### src/rtl/tile_dirty_rectangle_detector_unit_assert.svh
// ----------------------------------------------------------------------------
// Assertion macros for the tile dirty rectangle detector
// Shared property wrappers, clocked on aclk and disabled while aresetn is low.
// ----------------------------------------------------------------------------
`ifndef TILE_DIRTY_RECTANGLE_DETECTOR_UNIT_ASSERT_SVH
`define TILE_DIRTY_RECTANGLE_DETECTOR_UNIT_ASSERT_SVH

// Plain property that must hold at every clock edge outside reset.
`define TDRD_ASSERT(lbl, prop, msg) \
    lbl: assert property (@(posedge aclk) disable iff (!aresetn) (prop)) \
        else $error(msg);

// Same-cycle implication outside reset.
`define TDRD_ASSERT_IMPL(lbl, ante, cons, msg) \
    lbl: assert property (@(posedge aclk) disable iff (!aresetn) (ante) |-> (cons)) \
        else $error(msg);

// Next-cycle implication outside reset.
`define TDRD_ASSERT_NEXT(lbl, ante, cons, msg) \
    lbl: assert property (@(posedge aclk) disable iff (!aresetn) (ante) |=> (cons)) \
        else $error(msg);

`endif

### src/rtl/tdrd_pkg.sv
// ----------------------------------------------------------------------------
// tdrd_pkg
// Types and constants shared by the tile dirty rectangle detector modules.
// ----------------------------------------------------------------------------
package tdrd_pkg;

    // Tile geometry and word size.
    localparam int unsigned MAX_TILE_DIM  = 64;
    localparam int unsigned WORD_BITS     = 32;
    localparam int unsigned DIM_W         = 7;
    localparam int unsigned POS_W         = 6;
    localparam int unsigned TILE_DIM_RST  = 64;

    // Stream and configuration port widths.
    localparam int unsigned FIELD_W       = 32;
    localparam int unsigned IN_TDATA_W    = 64;
    localparam int unsigned OUT_TDATA_W   = 32;
    localparam int unsigned CFG_IDX_W     = 2;

    // Configuration register indexes.
    typedef enum logic [CFG_IDX_W-1:0] {
        REG_TILE_WIDTH  = 2'd0,
        REG_TILE_HEIGHT = 2'd1
    } cfg_reg_t;

    // Effective tile size, both dimensions in 1..MAX_TILE_DIM.
    typedef struct packed {
        logic [DIM_W-1:0] height;
        logic [DIM_W-1:0] width;
    } tile_size_t;

    // One result; changed sits in the lowest bit when packed.
    typedef struct packed {
        logic [POS_W-1:0] bottom;
        logic [POS_W-1:0] right;
        logic [POS_W-1:0] top;
        logic [POS_W-1:0] left;
        logic             changed;
    } tile_box_t;

    localparam int unsigned BOX_W = $bits(tile_box_t);

    // Zero counts as one, anything above the maximum saturates.
    function automatic logic [DIM_W-1:0] eff_size(input logic [DIM_W-1:0] v);
        logic [DIM_W-1:0] r;
        if (v == '0) begin
            r = DIM_W'(1);
        end else if (v > DIM_W'(MAX_TILE_DIM)) begin
            r = DIM_W'(MAX_TILE_DIM);
        end else begin
            r = v;
        end
        return r;
    endfunction

endpackage

### src/rtl/tdrd_cfg.sv
// ----------------------------------------------------------------------------
// tdrd_cfg
// Tile size registers. Writes are clamped to the legal range as they land.
// ----------------------------------------------------------------------------
`include "tile_dirty_rectangle_detector_unit_assert.svh"

module tdrd_cfg (
    input  logic                           aclk,
    input  logic                           aresetn,
    input  logic                           cfg_we,
    input  logic [tdrd_pkg::CFG_IDX_W-1:0] cfg_index,
    input  logic [tdrd_pkg::DIM_W-1:0]     cfg_wdata,
    output tdrd_pkg::tile_size_t           size_o
);
    import tdrd_pkg::*;

    logic [DIM_W-1:0] width_reg;
    logic [DIM_W-1:0] height_reg;

    // Register writes; an index past the list is dropped.
    always_ff @(posedge aclk) begin
        if (!aresetn) begin
            width_reg  <= DIM_W'(TILE_DIM_RST);
            height_reg <= DIM_W'(TILE_DIM_RST);
        end else if (cfg_we) begin
            unique case (cfg_reg_t'(cfg_index))
                REG_TILE_WIDTH: begin
                    width_reg <= eff_size(cfg_wdata);
                end
                REG_TILE_HEIGHT: begin
                    height_reg <= eff_size(cfg_wdata);
                end
                default: begin
                end
            endcase
        end
    end

    assign size_o.width  = width_reg;
    assign size_o.height = height_reg;

endmodule

### src/rtl/tdrd_tracker.sv
// ----------------------------------------------------------------------------
// tdrd_tracker
// Input register, word compare, raster position counters and bounding box.
// ----------------------------------------------------------------------------
`include "tile_dirty_rectangle_detector_unit_assert.svh"

module tdrd_tracker (
    input  logic                            aclk,
    input  logic                            aresetn,
    input  logic                            s_tvalid,
    output logic                            s_tready,
    input  logic [tdrd_pkg::IN_TDATA_W-1:0] s_tdata,
    input  tdrd_pkg::tile_size_t            size_i,
    input  logic                            out_full_i,
    output logic                            push_o,
    output tdrd_pkg::tile_box_t             box_o
);
    import tdrd_pkg::*;

    // Input register.
    logic               s1_valid_reg;
    logic               s1_valid_next;
    logic [FIELD_W-1:0] new_reg;
    logic [FIELD_W-1:0] old_reg;

    // Tile state.
    logic [POS_W-1:0] col_reg,   col_next;
    logic [POS_W-1:0] row_reg,   row_next;
    logic             any_reg,   any_next;
    logic [POS_W-1:0] min_reg,   min_next;
    logic [POS_W-1:0] max_reg,   max_next;
    logic [POS_W-1:0] first_reg, first_next;
    logic [POS_W-1:0] last_reg,  last_next;

    // Box after this word, before the end-of-tile clear.
    logic             any_upd;
    logic [POS_W-1:0] min_upd;
    logic [POS_W-1:0] max_upd;
    logic [POS_W-1:0] first_upd;
    logic [POS_W-1:0] last_upd;

    logic             in_take;
    logic             advance;
    logic             diff;
    logic             row_end;
    logic             tile_end;
    logic [DIM_W-1:0] col_plus;
    logic [DIM_W-1:0] row_plus;

    // Position of this word relative to the tile edges.
    assign col_plus = {1'b0, col_reg} + DIM_W'(1);
    assign row_plus = {1'b0, row_reg} + DIM_W'(1);
    assign row_end  = (col_plus >= size_i.width);
    assign tile_end = row_end && (row_plus >= size_i.height);
    assign diff     = (new_reg[WORD_BITS-1:0] != old_reg[WORD_BITS-1:0]);

    // The held word moves on unless it ends a tile and the output is full.
    assign advance  = s1_valid_reg && !(tile_end && out_full_i);
    assign s_tready = !s1_valid_reg || advance;
    assign in_take  = s_tvalid && s_tready;
    assign push_o   = advance && tile_end;

    assign s1_valid_next = in_take || (s1_valid_reg && !advance);

    // Fold a differing word into the box.
    always_comb begin
        any_upd   = any_reg;
        min_upd   = min_reg;
        max_upd   = max_reg;
        first_upd = first_reg;
        last_upd  = last_reg;
        if (diff) begin
            if (!any_reg) begin
                any_upd   = 1'b1;
                min_upd   = col_reg;
                max_upd   = col_reg;
                first_upd = row_reg;
            end else begin
                if (col_reg < min_reg) begin
                    min_upd = col_reg;
                end
                if (col_reg > max_reg) begin
                    max_upd = col_reg;
                end
            end
            last_upd = row_reg;
        end
    end

    // Result of a finished tile; an unchanged tile reports an empty box.
    always_comb begin
        box_o.changed = any_upd;
        box_o.left    = any_upd ? min_upd   : '0;
        box_o.top     = any_upd ? first_upd : '0;
        box_o.right   = any_upd ? max_upd   : '0;
        box_o.bottom  = any_upd ? last_upd  : '0;
    end

    // Next state: step the raster position, or clear at the end of a tile.
    always_comb begin
        col_next   = col_reg;
        row_next   = row_reg;
        any_next   = any_reg;
        min_next   = min_reg;
        max_next   = max_reg;
        first_next = first_reg;
        last_next  = last_reg;
        if (advance) begin
            if (tile_end) begin
                col_next   = '0;
                row_next   = '0;
                any_next   = 1'b0;
                min_next   = '0;
                max_next   = '0;
                first_next = '0;
                last_next  = '0;
            end else begin
                any_next   = any_upd;
                min_next   = min_upd;
                max_next   = max_upd;
                first_next = first_upd;
                last_next  = last_upd;
                if (row_end) begin
                    col_next = '0;
                    row_next = row_plus[POS_W-1:0];
                end else begin
                    col_next = col_plus[POS_W-1:0];
                end
            end
        end
    end

    // Control and tile state.
    always_ff @(posedge aclk) begin
        if (!aresetn) begin
            s1_valid_reg <= 1'b0;
            col_reg      <= '0;
            row_reg      <= '0;
            any_reg      <= 1'b0;
            min_reg      <= '0;
            max_reg      <= '0;
            first_reg    <= '0;
            last_reg     <= '0;
        end else begin
            s1_valid_reg <= s1_valid_next;
            col_reg      <= col_next;
            row_reg      <= row_next;
            any_reg      <= any_next;
            min_reg      <= min_next;
            max_reg      <= max_next;
            first_reg    <= first_next;
            last_reg     <= last_next;
        end
    end

    // Word pair payload.
    always_ff @(posedge aclk) begin
        if (in_take) begin
            new_reg <= s_tdata[FIELD_W-1:0];
            old_reg <= s_tdata[IN_TDATA_W-1:FIELD_W];
        end
    end

    // An empty box stays all zero until the first differing word.
    `TDRD_ASSERT_IMPL(a_empty_box_zero, !any_reg,
        (min_reg == '0) && (max_reg == '0) && (first_reg == '0) && (last_reg == '0),
        "box registers hold stale values while no difference is recorded")
    // The box is never inverted.
    `TDRD_ASSERT_IMPL(a_box_ordered, any_reg,
        (min_reg <= max_reg) && (first_reg <= last_reg),
        "bounding box edges out of order")
    // Emitting a tile restarts the raster position.
    `TDRD_ASSERT_NEXT(a_tile_restart, push_o,
        (col_reg == '0) && (row_reg == '0) && !any_reg,
        "tile state not cleared after a result")

endmodule

### src/rtl/tdrd_out_fifo.sv
// ----------------------------------------------------------------------------
// tdrd_out_fifo
// Two-entry result buffer that decouples the result side from the tracker.
// ----------------------------------------------------------------------------
`include "tile_dirty_rectangle_detector_unit_assert.svh"

module tdrd_out_fifo (
    input  logic                             aclk,
    input  logic                             aresetn,
    input  logic                             push_i,
    input  tdrd_pkg::tile_box_t              box_i,
    output logic                             full_o,
    output logic                             m_tvalid,
    input  logic                             m_tready,
    output logic [tdrd_pkg::OUT_TDATA_W-1:0] m_tdata
);
    import tdrd_pkg::*;

    localparam int unsigned DEPTH = 2;
    localparam int unsigned PTR_W = $clog2(DEPTH);
    localparam int unsigned CNT_W = $clog2(DEPTH + 1);

    tile_box_t        entry_reg [DEPTH];
    logic [PTR_W-1:0] wr_ptr_reg, wr_ptr_next;
    logic [PTR_W-1:0] rd_ptr_reg, rd_ptr_next;
    logic [CNT_W-1:0] count_reg,  count_next;
    logic             pop;

    assign pop      = m_tvalid && m_tready;
    assign m_tvalid = (count_reg != '0);
    assign full_o   = (count_reg == CNT_W'(DEPTH));
    assign m_tdata  = {{(OUT_TDATA_W - BOX_W){1'b0}}, entry_reg[rd_ptr_reg]};

    // Pointer and fill bookkeeping.
    always_comb begin
        wr_ptr_next = wr_ptr_reg;
        rd_ptr_next = rd_ptr_reg;
        count_next  = count_reg;
        if (push_i) begin
            wr_ptr_next = (wr_ptr_reg == PTR_W'(DEPTH - 1)) ? '0 : wr_ptr_reg + PTR_W'(1);
        end
        if (pop) begin
            rd_ptr_next = (rd_ptr_reg == PTR_W'(DEPTH - 1)) ? '0 : rd_ptr_reg + PTR_W'(1);
        end
        if (push_i && !pop) begin
            count_next = count_reg + CNT_W'(1);
        end else if (pop && !push_i) begin
            count_next = count_reg - CNT_W'(1);
        end
    end

    always_ff @(posedge aclk) begin
        if (!aresetn) begin
            wr_ptr_reg <= '0;
            rd_ptr_reg <= '0;
            count_reg  <= '0;
        end else begin
            wr_ptr_reg <= wr_ptr_next;
            rd_ptr_reg <= rd_ptr_next;
            count_reg  <= count_next;
        end
    end

    // Result storage.
    always_ff @(posedge aclk) begin
        if (push_i) begin
            entry_reg[wr_ptr_reg] <= box_i;
        end
    end

    // The fill level never passes the depth.
    `TDRD_ASSERT(a_count_range, count_reg <= CNT_W'(DEPTH),
        "result buffer fill level out of range")
    // The tracker holds its result while the buffer is full.
    `TDRD_ASSERT_IMPL(a_no_push_full, push_i, !full_o,
        "result written into a full buffer")

endmodule

### src/rtl/tile_dirty_rectangle_detector_unit.sv
// ----------------------------------------------------------------------------
// tile_dirty_rectangle_detector_unit
// Bounding box of the differing words between two frames over one tile.
// ----------------------------------------------------------------------------
// Word pairs (new frame, previous frame) stream in raster order over a tile
// of tile_width by tile_height words, and one pair is taken every clock
// cycle while s_tready is high. After the last word of a tile the block
// delivers one result, the changed flag and the box of differing words
// relative to the tile, and then starts the next tile. Each word passes
// through an input register and then the compare and min/max
// logic; results wait in a two-entry buffer, so input is held off only when
// a word ends a tile while that buffer is full. Tile size writes are clamped
// to 1..64; the position counters are kept across a size change.
// ----------------------------------------------------------------------------
module tile_dirty_rectangle_detector_unit (
    input  logic                             aclk,
    input  logic                             aresetn,
    // Configuration writes.
    input  logic                             cfg_we,
    input  logic [tdrd_pkg::CFG_IDX_W-1:0]   cfg_index,
    input  logic [tdrd_pkg::DIM_W-1:0]       cfg_wdata,
    // Word pair requests.
    input  logic                             s_tvalid,
    output logic                             s_tready,
    // s_tdata: new_word [31:0], old_word [63:32].
    input  logic [tdrd_pkg::IN_TDATA_W-1:0]  s_tdata,
    // Tile results.
    output logic                             m_tvalid,
    input  logic                             m_tready,
    // m_tdata: changed [0], box_left [6:1], box_top [12:7], box_right [18:13],
    //          box_bottom [24:19], zero [31:25].
    output logic [tdrd_pkg::OUT_TDATA_W-1:0] m_tdata
);
    import tdrd_pkg::*;

    tile_size_t size;
    tile_box_t  box;
    logic       push;
    logic       out_full;

    // Tile size registers.
    tdrd_cfg u_cfg (
        .aclk      (aclk),
        .aresetn   (aresetn),
        .cfg_we    (cfg_we),
        .cfg_index (cfg_index),
        .cfg_wdata (cfg_wdata),
        .size_o    (size)
    );

    // Compare and box tracking.
    tdrd_tracker u_tracker (
        .aclk       (aclk),
        .aresetn    (aresetn),
        .s_tvalid   (s_tvalid),
        .s_tready   (s_tready),
        .s_tdata    (s_tdata),
        .size_i     (size),
        .out_full_i (out_full),
        .push_o     (push),
        .box_o      (box)
    );

    // Result buffer.
    tdrd_out_fifo u_out_fifo (
        .aclk     (aclk),
        .aresetn  (aresetn),
        .push_i   (push),
        .box_i    (box),
        .full_o   (out_full),
        .m_tvalid (m_tvalid),
        .m_tready (m_tready),
        .m_tdata  (m_tdata)
    );

endmodule

### config.mk
export PLATFORM = sky130hd
export DESIGN_NAME = tile_dirty_rectangle_detector_unit
export DESIGN_NICKNAME = d
export VERILOG_FILES = /design/src/rtl/tdrd_pkg.sv /design/src/rtl/tdrd_cfg.sv /design/src/rtl/tdrd_tracker.sv /design/src/rtl/tdrd_out_fifo.sv /design/src/rtl/tile_dirty_rectangle_detector_unit.sv
export VERILOG_INCLUDE_DIRS = /design/src /design/src/rtl
export SDC_FILE = /design/constraint.sdc
export NUM_CORES = 1
export LEC_CHECK = 0
export ABC_CLOCK_PERIOD_IN_PS = 10500
export BUFFER_PORTS_ARGS = -buffer_cell sky130_fd_sc_hd__buf_2
export CORE_AREA = 2 2 151 153
export DETAILED_ROUTE_END_ITERATION = 10
export DIE_AREA = 0 0 153 155
export PLACE_DENSITY = 0.54
export SETUP_SLACK_MARGIN = 0.4
export SLEW_MARGIN = 20
export SYNTH_ARGS = -nofsm -noshare
export SYNTH_HDL_FRONTEND = slang
export SYNTH_SLANG_ARGS = --single-unit
export TNS_END_PERCENT = 30
### constraint.sdc
create_clock -name aclk -period 10.5 [get_ports aclk]
set_clock_uncertainty 0.05 [all_clocks]
set_input_delay 0.525 -clock aclk [delete_from_list [all_inputs] [get_ports aclk]]
set_output_delay 0.525 -clock aclk [all_outputs]
set_load 0.02 [all_outputs]
== Yosys cells after proc, flatten, opt, wreduce, memory -nomap -nowiden ==
Memory sizes are Yosys's and may differ from the RTL's. A register that Yosys moved wholly into a read port is not among the register bits.
Cells that the tools add are included.

* Register bits: 120
* Input bits: 78
* Memories kept: 1
* Logic and storage cells: 87
* RAM bits: 50

{| class="wikitable"
|+ Memories
! memory !! words !! bits a word !! read ports !! clocked after Yosys merged registers in !! write ports !! line !! text
|-
| u_out_fifo.entry_reg || 2 || 25 || 1 || 1 || 1 || tdrd_out_fifo.sv:23 || <nowiki>tile_box_t entry_reg [DEPTH];</nowiki>
|}

* Magnitude comparators: 5
* Reduce and logical (&&, ||, !) cells: 24
* Equality and inequality tests: 3
* Multiplexer cells: 33
* $add $sub $neg: 6

{| class="wikitable"
|+ Operators by type and width
! cell !! count
|-
| $mux 6 || 21
|-
| $ne 32x32->1 || 1
|-
| $add 6x1->7 const B || 2
|-
| $ge 7x7->1 || 2
|-
| $mux 7 || 2
|-
| $logic_and 1x1->1 || 9
|-
| $mux 1 || 8
|-
| $gt 7x7->1 const B || 1
|-
| $logic_not 7->1 || 1
|-
| $gt 6x6->1 || 1
|-
| $lt 6x6->1 || 1
|-
| $reduce_and 2->1 || 3
|-
| $reduce_bool 2->1 || 3
|-
| $logic_not 1->1 || 5
|-
| $mux 2 || 2
|-
| $add 1x1->1 const B || 2
|-
| $add 2x1->2 const B || 1
|-
| $eq 2x1->1 const B || 1
|-
| $eq 2x2->1 const B || 1
|-
| $logic_not 2->1 || 1
|-
| $logic_or 1x1->1 || 2
|-
| $sub 2x1->2 const B || 1
|}

== Logic depth before layout (Yosys ltp) ==
* Word-level depth: 11
* Gate-level depth with buffers: 14
* Depth with buffers taken out: 12

== Modules after synthesis ==
From an unflattened synthesis, not the netlist that was laid out.

* Cells, all modules: 595
* Area, all modules: 7568.5 um^2

{| class="wikitable"
|+ Modules (own cells, without submodules)
! module !! times used !! area each (um^2) !! cells an instance
|-
| tdrd_tracker || 1 || 4883.4 || 416
|-
| tdrd_out_fifo || 1 || 2074.5 || 108
|-
| tdrd_cfg || 1 || 610.6 || 71
|}

== Least setup slack after synthesis ==
No wires, ideal clock.

* Path type: flip-flop to flip-flop
* From: register u_tracker.col_reg[2]
* To: register u_tracker.new_reg[0] (enable)
* Path buffers: 1
* Arrival time: 5465 ps
* Period minus slack after synthesis: 6039 ps
* Cell stages (with the launch flop): 11
* Slack: 4461 ps
* Cell sequence: dfxtp_1 -> clkbuf_1 -> nand3_1 -> nor2_1 -> xor2_1 -> ha_1 -> nand4_1 -> and3_1 -> o21a_1 -> nor2_1 -> a31oi_1

* Longest elaborated chain between the ends: 8

{| class="wikitable"
|+ RTL lines
! item !! line !! text
|-
| start: declaration || tdrd_tracker.sv:27 || <nowiki>logic [POS_W-1:0] col_reg, col_next;</nowiki>
|-
| start signal: assignment || tdrd_tracker.sv:146 || <nowiki>col_reg <= col_next;</nowiki>
|-
| $add 6x1->7 || tdrd_tracker.sv:51 || <nowiki>assign col_plus = {1'b0, col_reg} + DIM_W'(1);</nowiki>
|-
| $ge 7x7->1 || tdrd_tracker.sv:53 || <nowiki>assign row_end = (col_plus >= size_i.width);</nowiki>
|-
| $logic_and 1x1->1 || tdrd_tracker.sv:54 || <nowiki>assign tile_end = row_end && (row_plus >= size_i.height);</nowiki>
|-
| $logic_and 1x1->1 || tdrd_tracker.sv:58 || <nowiki>assign advance = s1_valid_reg && !(tile_end && out_full_i);</nowiki>
|-
| $logic_not 1->1 || tdrd_tracker.sv:58 ||
|-
| $logic_and 1x1->1 || tdrd_tracker.sv:58 ||
|-
| $logic_or 1x1->1 || tdrd_tracker.sv:59 || <nowiki>assign s_tready = !s1_valid_reg || advance;</nowiki>
|-
| $logic_and 1x1->1 || tdrd_tracker.sv:60 || <nowiki>assign in_take = s_tvalid && s_tready;</nowiki>
|-
| named net u_tracker.in_take || tdrd_tracker.sv:42 || <nowiki>logic in_take;</nowiki>
|-
| end signal: assignment || tdrd_tracker.sv:159 || <nowiki>new_reg <= s_tdata[FIELD_W-1:0];</nowiki>
|-
| end: declaration || tdrd_tracker.sv:23 || <nowiki>logic [FIELD_W-1:0] new_reg;</nowiki>
|}

The timed path passes the listed nets, and every way through them passes these cells.
A chain may end at the register's enable or synchronous reset.

== Worst setup path in the final report ==
* From: register u_tracker.col_reg[0]
* To: memory u_out_fifo.entry_reg[1][15] (netlist name) (enable)

* Longest elaborated chain between the ends: 9

{| class="wikitable"
|+ RTL lines
! item !! line !! text
|-
| $add 6x1->7 (*) || tdrd_tracker.sv:51 ||
|-
| $ge 7x7->1 (*) || tdrd_tracker.sv:53 ||
|-
| $logic_and 1x1->1 (*) || tdrd_tracker.sv:54 ||
|-
| $logic_and 1x1->1 || tdrd_tracker.sv:58 ||
|-
| $logic_not 1->1 || tdrd_tracker.sv:58 ||
|-
| $logic_and 1x1->1 || tdrd_tracker.sv:58 ||
|-
| $logic_and 1x1->1 (*) || tdrd_tracker.sv:61 || <nowiki>assign push_o = advance && tile_end;</nowiki>
|-
| named net push || tile_dirty_rectangle_detector_unit.sv:38 || <nowiki>logic push;</nowiki>
|-
| $mux 1 (*) || tdrd_out_fifo.sv:66 || <nowiki>if (push_i) begin</nowiki>
|-
| $mux 1 (not written as such) (*) || tdrd_out_fifo.sv:67 || <nowiki>entry_reg[wr_ptr_reg] <= box_i;</nowiki>
|-
| end: declaration || tdrd_out_fifo.sv:23 ||
|}

The timed path passes the listed nets; every way through them passes the cells marked *.

==> results.txt <==
The number of cells on the worst reg-to-reg path is 9. Setup repair after global routing left no endpoint under its margin. The end of the worst register-to-register path is u_out_fifo.entry_reg[1][15].

The tree is rooted in a clkbuf_16. The effective utilization at floorplan came out at 34.4%. The fraction of power consumed by the clock network came out at 43.5%.

The worst hold path begins at s_tdata[21]. The clock latency at the later pin of the worst-skew pair came out at 0.43 ns. The dominant synthesized flop cell is edfxtp_1. The sum of routed wire length over all layers is 15000 um. The type of the worst setup path is flop to flop. The clock period minus worst slack came out at 3.73 ns.

The area of the core is 22200 um^2. The slowest stage of the critical path belongs to the cell and2_2. The count of synthesis-stage warnings from yosys is 0. Yosys attributes the largest share of cell area to edfxtp_1, dfxtp_1, ha_1, xor2_1, mux2_2.

After clock tree synthesis, the clock-pin slew on the worst setup and hold paths is 0.07 ns. Global routing consumed, over all layers together, 13.1% of the routing resources. Summed over all instances, the cell type with the most area after synthesis is edfxtp_1.

The vertical extent of the die came out at 155 um. For hold timing, the worst endpoint is u_tracker.new_reg[21]. The most numerous cell type found on the critical path is ha_1. The critical path goes through ha_1 > nand3_1 > xnor2_1 > ha_1 > nand4_1 > and3_1 > o21a_1 > nor3_2 > and2_2.

The internal power of the cells totals 1140 uW. The critical path runs through a total of 9 cells. The via count of the routed design came out at 4915. The placement-stage worst setup slack came out at 6.43 ns.

The number of flip-flops and latches in the synthesized netlist is 171. The switching power total is 352 uW. The count of endpoints failing hold in the final timing report came out at 0. The worst-case IR drop observed on VDD is 109 uV.

TritonCTS built the clock tree. The number of buffers added by the clock tree synthesis step came out at 17. In this run the static leakage power is 0.00351 uW. The worst hold path belongs to the class input pin to flop.

The total number of nets in the final design is 832. The count of buffers inserted at the top-level ports came out at 104. The required arrival time at the worst endpoint came out at 10.51 ns. The portion of the post-synthesis area used by sequential elements came out at 59.8%.

The post-synthesis cell area is 7640 um^2. The first-pass detailed-route iteration total came out at 4. The final-report max-slew violation count is 0. The final design instance area without fill came out at 9030 um^2. The mean post-synth cell area came out at 12.1 um^2. The vias per cell is 4.80. The part of the power in combinational logic came out at 6.0%.

The number of ports placed on the die boundary came out at 112. In this design, the largest share of critical-path delay is due to simple AND/OR/NAND/NOR gates. Dividing the detail-routed wire length by the instance count gives 14.6 um. The areal power density over the cells came out at 166 nW/um^2. The buffers plus inverters on the worst setup path is 0.

The number of rows created at floorplan is 55. The count of hold-fix buffers inserted at cts is 0. The number of flip-flops under the largest register name came out at 50. The pin count of the biggest net entering global routing is 65. The flow ran to the end, and the final reports show no timing, DRC or antenna violations. The worst register-to-register path begins at u_tracker.col_reg[0]. The hold path depth came out at 1.

The width of the die is 153 um. After the first detailed-routing iteration, the DRC count stood at 229. The tree built by TritonCTS fans out to 171 sinks. Buffers added to address setup during post-CTS repair amount to 0. Once placement finished, the instance area stood at 8400 um^2. The first-pass GRT wire length came out at 25000 um.

The worst setup path is captured at a flop. The maximum operating frequency came out at 268 MHz. The maximum buffer depth of the clock tree came out at 2. The filler cells instantiated in the layout total 2081.

The commonest cells after synthesis are edfxtp_1, dfxtp_1, nor2_1. The full die area is 23700 um^2. The kind of launch point of the worst setup path is a flop. The number of global-route vias before repair was 5013. In the post-synthesis netlist, the cell with the most instances is edfxtp_1. The fraction of registers with async set or reset after synthesis is 0%. The headroom to the max-slew limit came out at 46.7%. The relative area change from synthesis to final layout is 18.2%. The setup-violating endpoint count in the final report came out at 0. The area share of the largest cell type after synthesis is 44.8%.

In this design, the stage delay of the slowest critical-path cell is 0.66 ns. The worst path meets setup with 6.77 ns of slack. The reg2reg setup slack is 6.77 ns. The actual transition at the worst max-transition pin came out at 0.800 ns.

After technology mapping, the gate count stands at 630. The critical path starts at u_tracker.col_reg[0]. The remaining antenna violation count after routing is 0. The synthesized netlist contains 52 unique library cells. The proportion of power drawn by flip-flops and latches came out at 50.6%. The number of antenna diodes in the final layout is 0. The data arrival at the endpoint of the critical path is 3.74 ns. Once the clock tree was built, the resizer swapped 0 gates to a different size.

The number of enable flip-flop cells after synthesis came out at 114. In this run the worst path has a maximum fanout of 25. The weighted congestion at the end of routability-driven global placement is 0.842.

After global routing the overflow that remains totals 0. The maximum level of the CTS H-tree came out at 4. The estimated wirelength of the detail-placed design came out at 10800 um.

The max-capacitance violation count is 0. After detailed routing, the number of remaining DRC violations is 0. The setup TNS is 0 ns.

Of the total power, the share spent switching nets is 23.5%. The share of cells above drive strength 1 came out at 24.1%. The fraction of the cycle the final worst path needs is 35.6%. The number of antenna violations at the first check in global routing came out at 0.
-- cells in the final DEF (no fill, tap or decap), drive strengths merged, types with 2 or more instances in the layout --
cell type and instances:
nor2 46, bufinv 2, a21oi 27, buf 108
o31ai 2, and4 7, nor4 9, o211ai 2
a22o 14, xnor2 5, nor3 4, mux2i 18
o31a 6, or2 3, mux2 25, conb 7
nand3b 2, nand2b 3, a21o 4, clkbuf 17
ha 28, nor2b 8, clkinvlp 2, nand2 36
clkinv 3, a311oi 6, o21ai 19, and2 9
inv 43, dfxtp 57, a31oi 5, nand4 8
nand3 16, and3 14, or3 6, xor2 39
edfxtp 114, o21a 8
-- worst max-delay path by stage --
stage,endpoint,slack [ns]
final,u_out_fifo.entry_reg[1][15],6.77
after global placement,u_out_fifo.entry_reg[1][3],6.58
after detailed placement,u_out_fifo.entry_reg[1][1],6.43
after global routing,u_out_fifo.entry_reg[1][16],6.47
after floorplan,u_tracker.new_reg[0],4.46
after CTS,u_out_fifo.entry_reg[1][17],6.41
-- logic make-up (layout without fill, tap and decap cells) --
logic type	Yosys count	count (layout)	synth area share, %
AND/OR/NAND/NOR	173	173	11.6
flip-flops	171	171	59.8
AO/OA/AOI/OAI	98	98	8.76
buffers and inverters	72	175	4.16
XOR/XNOR	44	44	5.05
multiplexers	43	43	6.04
adder cells (fa/ha/maj)	28	28	4.59
other	1	7	0.0491
-- worst reg2reg max path, delay by kind of cell, from the launching register on --
| kind | cells | cell delay (ns) |
|---|---|---|
| adders and majority gates | 2 | 0.63 |
| AOI/OAI and AO/OA | 1 | 0.21 |
| xor gates and xnor gates | 1 | 0.19 |
| DFF | 1 | 0.54 |
| and+or+nand+nor | 5 | 1.75 |
-- power by group through the flow --
stage	combinational, uW	clock, uW	sequential, uW
2_1_floorplan	63.7	0	766
3_3_place_gp	89.0	0	770
3_5_place_dp	89.9	0	772
4_1_cts	90.4	669	757
5_1_grt	99.4	699	759
6_report	89.0	650	756
-- final cells by class --
cell class	instances	area, um^2	share of cell area (%)
clock inverter	15	191	2.12
multi-input combinational	393	2810	31.1
clock buffer	17	425	4.71
tap	285	357	3.95
timing repair buffer	108	551	6.10
inverter	35	131	1.45
sequential	171	4570	50.6
-- routing by layer --
layer,routed length (um),vias up,track usage (%)
met3,786,13,3.31
met4,119,0,4.72
met5,0,-,0
met1,7040,2311,17.2
li1,-,2457,-
met2,7020,134,21.0
-- stage by stage --
| step | utilization [%] | power (uW) | hold WS, ns | std cells |
|---|---|---|---|---|
| 6_report | 40.6 | 1500 | 0.215 | 1024 |
| 3_3_place_gp | 37.8 | 859 | 0.430 | 992 |
| 3_5_place_dp | 37.8 | 862 | 0.436 | 992 |
| 2_1_floorplan | - | 829 | 0.406 | 636 |
| 5_1_grt | 40.6 | 1560 | 0.194 | 1024 |
| 4_1_cts | 40.6 | 1520 | 0.191 | 1024 |
No activity file was read; power rests on OpenSTA's default activity.
